**config.mk**
```make
export PLATFORM = sky130hd
export DESIGN_NAME = bvps_ctrl
export DESIGN_NICKNAME = d
export VERILOG_FILES = /design/src/hw/rtl/bvps_pkg.sv /design/src/hw/rtl/bvps_ctrl.sv
export SDC_FILE = /design/constraint.sdc
export NUM_CORES = 1
export LEC_CHECK = 0
export BUFFER_PORTS_ARGS = -buffer_cell sky130_fd_sc_hd__clkbuf_2
export CAP_MARGIN = 20
export CORE_AREA = 2 2 39 41
export CTS_CLUSTER_SIZE = 14
export DETAILED_ROUTE_END_ITERATION = 8
export DIE_AREA = 0 0 41 43
export PLACE_DENSITY = 0.7
export REMOVE_ABC_BUFFERS = 1
export SYNTH_ARGS = -nofsm -noshare
export SYNTH_HDL_FRONTEND = slang
export SYNTH_SLANG_ARGS = --single-unit
```
**constraint.sdc**
```tcl
create_clock -name i_clk -period 1.7 [get_ports i_clk]
set_input_delay 0.085 -clock i_clk [delete_from_list [all_inputs] [get_ports i_clk]]
set_output_delay 0.085 -clock i_clk [all_outputs]
set_load 0.005 [all_outputs]
```
**src/hw/rtl/bvps_pkg.sv**
```systemverilog
// Package for the bitmap with population count: sizes, opcodes,
// controller/datapath command and status structs, and the byte popcount.
// No dependencies.
package bvps_pkg;

    localparam int MAX_BITS    = 4095;
    localparam int STORE_BYTES = 512;
    localparam int SIZE_W      = 12;
    localparam int BYTE_W      = 8;
    localparam int ADDR_W      = $clog2(STORE_BYTES);
    localparam int IDX_W       = $clog2(STORE_BYTES + 1);
    localparam int CNT_W       = 13;
    localparam int COUNT_MAX   = 8191;
    localparam int SUM_RAW_W   = $clog2(STORE_BYTES * BYTE_W + 1);
    localparam int SUM_W       = (SUM_RAW_W > CNT_W) ? SUM_RAW_W : CNT_W;
    localparam int RESET_SIZE  = (MAX_BITS < 4095) ? MAX_BITS : 4095;
    localparam int RESET_BYTES = ((RESET_SIZE >> 3) + 1 > STORE_BYTES) ?
                                 STORE_BYTES : (RESET_SIZE >> 3) + 1;

    typedef enum logic [2:0] {
        OP_SET    = 3'd0,
        OP_CLEAR  = 3'd1,
        OP_AND    = 3'd2,
        OP_OR     = 3'd3,
        OP_GET    = 3'd4,
        OP_INVERT = 3'd5,
        OP_COUNT  = 3'd6,
        OP_NONE   = 3'd7
    } t_op;

    typedef struct packed {
        logic accept;      // latch the incoming item and read its byte
        logic exec;        // finish an item that needs no walk and load the result
        logic walk_start;  // restart the store walk
        logic walk;        // one step of the store walk
        logic finish;      // load the result of a walk
        logic clear;       // one step of the clearing pass
    } t_cmd;

    typedef struct packed {
        logic need_walk;   // latched item must walk the whole store
        logic walk_done;   // all bytes read and processed
        logic clear_last;  // clearing pass writes its last entry
    } t_stat;

    function automatic logic [3:0] byte_pop(input logic [BYTE_W-1:0] v);
        logic [3:0] c;
        c = '0;
        for (int i = 0; i < BYTE_W; i++) begin
            c = c + 4'(v[i]);
        end
        return c;
    endfunction

endpackage

```
**src/hw/rtl/bvps_ctrl.sv**
```systemverilog
// Controller of the bitmap: state machine over clearing, idle, single-byte
// execution, store walk and walk result; owns the result valid flag.
// Depends on bvps_pkg.
module bvps_ctrl (
    input  logic            i_clk,
    input  logic            i_rst_n,
    input  logic            i_in_valid,
    input  logic            i_out_stall,
    input  logic            i_cfg_we,
    input  bvps_pkg::t_stat i_stat,
    output bvps_pkg::t_cmd  o_cmd,
    output logic            o_in_stall,
    output logic            o_out_valid
);

    typedef enum logic [4:0] {
        S_CLEAR = 5'b00001,
        S_IDLE  = 5'b00010,
        S_OP    = 5'b00100,
        S_WALK  = 5'b01000,
        S_RESP  = 5'b10000
    } t_state;

    t_state r_state;
    t_state n_state;
    logic   r_out_valid;
    logic   out_free;

    assign out_free   = !r_out_valid || !i_out_stall;
    assign o_in_stall = (r_state != S_IDLE) || i_cfg_we;

    always_comb begin
        n_state = r_state;
        o_cmd   = '0;
        case (r_state)
            S_CLEAR: begin
                o_cmd.clear = 1'b1;
                if (i_stat.clear_last) begin
                    n_state = S_IDLE;
                end
            end
            S_IDLE: begin
                if (i_in_valid && !i_cfg_we) begin
                    o_cmd.accept = 1'b1;
                    n_state      = S_OP;
                end
            end
            S_OP: begin
                if (i_stat.need_walk) begin
                    o_cmd.walk_start = 1'b1;
                    n_state          = S_WALK;
                end else if (out_free) begin
                    o_cmd.exec = 1'b1;
                    n_state    = S_IDLE;
                end
            end
            S_WALK: begin
                o_cmd.walk = 1'b1;
                if (i_stat.walk_done) begin
                    n_state = S_RESP;
                end
            end
            S_RESP: begin
                if (out_free) begin
                    o_cmd.finish = 1'b1;
                    n_state      = S_IDLE;
                end
            end
            default: begin
                n_state = S_CLEAR;
            end
        endcase
        // A size write empties the store: restart the clearing pass.
        if (i_cfg_we) begin
            n_state = S_CLEAR;
        end
    end

    always_ff @(posedge i_clk) begin
        if (!i_rst_n) begin
            r_state     <= S_CLEAR;
            r_out_valid <= 1'b0;
        end else begin
            r_state <= n_state;
            if (o_cmd.exec || o_cmd.finish) begin
                r_out_valid <= 1'b1;
            end else if (!i_out_stall) begin
                r_out_valid <= 1'b0;
            end
        end
    end

    assign o_out_valid = r_out_valid;

endmodule

```
### Word level (Yosys, flattened, before mapping)

Index checks and enable logic that the tools add are counted.

* bits of input ports: 8
* output and inout bits: 8
* word-level logic and storage cells: 39
* register bits after elaboration: 6

* reductions and logical operators: 9
* bitwise logic cells: 1
* equality and inequality tests: 10
* mux-type cells: 17

Operator list (number)
* $mux W5: 5
* $pmux W5 S5: 1
* $mux W1: 10
* $ne A2 B2 Y1 const B: 3
* $eq A5 B1 Y1 const B: 1
* $eq A5 B2 Y1 const B: 1
* $eq A5 B3 Y1 const B: 1
* $eq A5 B4 Y1 const B: 1
* $eq A5 B5 Y1 const B: 1
* $ne A5 B2 Y1 const B: 1
* $logic_not A1 Y1: 3
* $logic_or A1 B1 Y1: 3
* $reduce_and A3 Y1: 1
* $mux W2: 1
* $ne A2 B1 Y1 const B: 1
* $reduce_or A2 Y1: 1
* $logic_and A1 B1 Y1: 1
* $not A1 Y1: 1

### Longest topological paths before layout

* depth in word-level cells: 7
* depth in mapped cells: 5
* mapped depth without buffers: 4

### Least setup slack after synthesis

Ideal clock, no wire load.

* path kind: register to register
* start: reg r_state[3]
* end: reg r_state[4]
* cell stages (with the launch flop): 6
* data arrival time: 1.132 ns
* setup time: 0.122 ns
* required time: 1.578 ns
* setup slack: 0.446 ns
* clock period less this slack: 1.254 ns
* path buffers: 1
* cell sequence: dfxtp_1 -> buf_6 -> or2_0 -> a32o_1 -> o21bai_2 -> nor4b_2

* cells in the longest elaborated chain, start to end: 3
* elaborated cells on any way between the ends: 10
* those cells by class: eq/ne: 8; mux: 1; reduce/logical: 1

Ends and longest elaborated chain
* start: declaration: RTL line bvps_ctrl.sv:24 `t_state r_state;`
* start signal: assignment: RTL line bvps_ctrl.sv:84 `r_state <= n_state;`
* $eq A5 B2 Y1 (tied with other cells): RTL line bvps_ctrl.sv:35 `case (r_state)`
* $ne A2 B2 Y1 (no source line)
* $reduce_and A3 Y1 (no source line)

Parallel ways exist; a longest one is shown, timed or not.
A chain may end at the register's enable or synchronous reset.

==> flow_summary.json <==
{
  "outcome": "finished clean",
  "clock_insertion_delay_worst_skew_ps": 250,
  "required_ps": 1620,
  "report.final.setup_viol": 0,
  "maximum_number_of_pins_on_one_net_before_global_route_repair": 11,
  "via_count_of_the_first_global_routing_pass": 455,
  "route.final.wire_length_mm": 1.05,
  "netlist-cell-type-count": 32,
  "number_of_buffers_created_by_cts": 3,
  "register_clock_pin_slew_on_the_reported_worst_setup_and_hold_paths_ps": 50,
  "routabilityCongestion": 0.816,
  "critPathCaptureType": "primary output",
  "grt_antenna_before_repair": 0,
  "crit_path_start_kind": "register",
  "finalNonFillerCells": 92,
  "drt_pre_antenna_iters": 4,
  "async_reset_ff_share_pct": 0,
  "drive_above_1_share_pct": 39.5,
  "min-delay-path-class": "input pin to register",
  "cts.repair_timing.setup_buffer_count": 0,
  "grt_setup_unrepaired": "false",
  "count_of_buffers_inserted_at_the_top_level_ports": 15,
  "criticalPathCategory": "register to primary output",
  "globalRouteTotalUtil_pct": 15.8,
  "timing.critical_path.slowest_stage_cell": "sky130_fd_sc_hd__dfxtp_1",
  "grt_pass1_wl_mm": 1.85,
  "i_o_pin_total": 16,
  "ys_dominant_reg_cell": "sky130_fd_sc_hd__dfxtp_1",
  "num_vias": 482,
  "initial_utilization_pct": 34.4,
  "hold_buffers": 0,
  "r2r_slack_ps": 310,
  "cts_htree_levels": 1,
  "global_route_met2_usage_pct": 23.4,
  "flow.area_growth_from_synthesis_pct": 18.4,
  "synth_area_um2": 475,
  "final.setup.tns_ps": 0,
  "globalRoute.busiestLayer": "met2",
  "cp_cell_sequence": "nor2_8 > nand3_2 > or3_1 > inv_1 > clkbuf_2",
  "dr.first_iter.drc_count": 14,
  "power_per_cell_area_nw_per_um2": 570,
  "clock_tree.buffer_depth": 2,
  "ys_warn_count": 0,
  "root_buffer": "sky130_fd_sc_hd__clkbuf_4",
  "detailedPlacementHpwl_um": 826,
  "layout.nets": 86,
  "chipWidth_um": 41,
  "critical_path_arrival_ps": 1490,
  "tritoncts_num_sinks": 6,
  "ant_nets": 0,
  "synth-edff-count": 0,
  "synth.ff_latch_count": 6,
  "cp_slowest_stage_delay_ps": 430,
  "routed_wire_length_per_instance_um": 11.4,
  "worst-path-max-fanout": 9,
  "report.final.hold_viol_count": 0,
  "synthCells": 61,
  "grt_overflow": 0,
  "tritoncts": "built",
  "routed_via_density": 5.24,
  "die_span_in_y_um": 43,
  "fmax_mhz": 636,
  "grt_met1_use_pct": 18.1,
  "tightest_pin_transition_ps": 419,
  "place_inst": 89,
  "rows": 14,
  "period_needed_ps": 1570,
  "cts-resized-gates": 0,
  "fin_worst_skew_ps": 6.62,
  "post-route-period-util_pct": 92.5,
  "slew_violations": 0,
  "gr-usage-met3_pct": 3.14,
  "netlist.area_leader.share_pct": 25.3,
  "static-leakage-power_nw": 0.261,
  "drt_drc_violations_left": 0,
  "num_antenna_cells": 0,
  "cap_viol_max_count": 0,
  "synthesis.area_per_instance_um2": 7.79,
  "synth.top_cells.by_area": "sky130_fd_sc_hd__dfxtp_1 (25%), sky130_fd_sc_hd__nor2_1 (6.3%), sky130_fd_sc_hd__nor3_1 (5.3%), sky130_fd_sc_hd__buf_6 (4.7%), sky130_fd_sc_hd__inv_1 (4.7%)",
  "vdd_drop_max_uv": 228,
  "maxSlewHeadroom_pct": 72.0,
  "synth_top_area_cell": "sky130_fd_sc_hd__dfxtp_1",
  "synth_sequential_area_ratio_pct": 25.3,
  "final_core_utilization_pct": 40.7,
  "fin_hold_ws_ps": 76.0,
  "floorplan.core_area_um2": 1380,
  "die_area_um2": 1760
}
-- routing by layer --
metal  up-vias  wire [um]
li1        239          -
met1       234        454
met2         7        562
met3         2         15
met4         0         21
met5         -          0
-- synth_stat cells (2+ instances only) --
master	n
sky130_fd_sc_hd__and3_2	2
sky130_fd_sc_hd__inv_1	6
sky130_fd_sc_hd__buf_6	2
sky130_fd_sc_hd__nand2_1	5
sky130_fd_sc_hd__nor3_1	5
sky130_fd_sc_hd__o21ai_0	2
sky130_fd_sc_hd__and2_2	2
sky130_fd_sc_hd__nor2_1	8
sky130_fd_sc_hd__dfxtp_1	6
-- cell families (layout without fill, tap and decap cells) --
kind of cell           count (synthesis)  count (layout)  share of synthesized area [%]
buffers and inverters                  9              24                           11.1
AO/OA/AOI/OAI                         10              10                           16.1
AND/OR/NAND/NOR                       35              35                           45.8
flip-flops                             6               6                           25.3
XOR/XNOR                               1               1                           1.84
-- layout by cell type, fill, tap and decap left out, types with 2 or more instances in the layout --
| cell | instances |
|---|---|
| sky130_fd_sc_hd__clkbuf_2 | 15 |
| sky130_fd_sc_hd__nor2_1 | 8 |
| sky130_fd_sc_hd__o21ai_0 | 2 |
| sky130_fd_sc_hd__nand2_1 | 5 |
| sky130_fd_sc_hd__inv_1 | 6 |
| sky130_fd_sc_hd__clkbuf_4 | 3 |
| sky130_fd_sc_hd__nor3_1 | 5 |
| sky130_fd_sc_hd__dfxtp_1 | 6 |
| sky130_fd_sc_hd__and3_2 | 2 |
| sky130_fd_sc_hd__and2_2 | 2 |
-- layout make-up --
cell class                 instances  area (um^2)
tap                               16         20.0
inverter                           6         22.5
fill                             151          821
sequential                         6          120
timing repair buffer              15         75.1
clock buffer                       3         22.5
multi-input combinational         46          303
-- report_power, final --
part           leakage (nW)  internal [W]  total (W)  switching, W
Sequential           0.0486      0.000143   0.000149    0.00000572
Combinational         0.199     0.0000198  0.0000372     0.0000174
Clock                0.0138     0.0000801   0.000135     0.0000547
Total                 0.261      0.000243   0.000321     0.0000779
-- final timing paths --
path	start	end	depth (start not counted)
min reg2reg	o_out_valid$_SDFFE_PN0P_	o_out_valid$_SDFFE_PN0P_	2
max reg2reg	r_state[3]$_SDFFE_PP0P_	r_state[4]$_SDFFE_PP0P_	4
min	i_rst_n	o_out_valid$_SDFFE_PN0P_	2
max	r_state[3]$_SDFFE_PP0P_	o_cmd[4]	5
-- stage by stage --
stage                     instance area, um^2  power [W]  worst slack [ps]
after floorplan                           445   0.000173               422
after global placement                    541   0.000188               337
after detailed placement                  541   0.000189               329
after CTS                                 563   0.000329               122
after global routing                      563   0.000343              38.0
final                                     563   0.000321               128
-- sequential cells by signal (all words and copies together), names as in the netlist --
name and flops:
o_out_valid 1, r_state 5
-- critical path: cells and delay by family (launching register included) --
| kind | cells | cell delay, ps |
|---|---|---|
| AND/OR/NAND/NOR | 3 | 650 |
| flip-flops | 1 | 430 |
| buffers and inverters | 2 | 160 |
No activity file was read; power rests on OpenSTA's default activity.
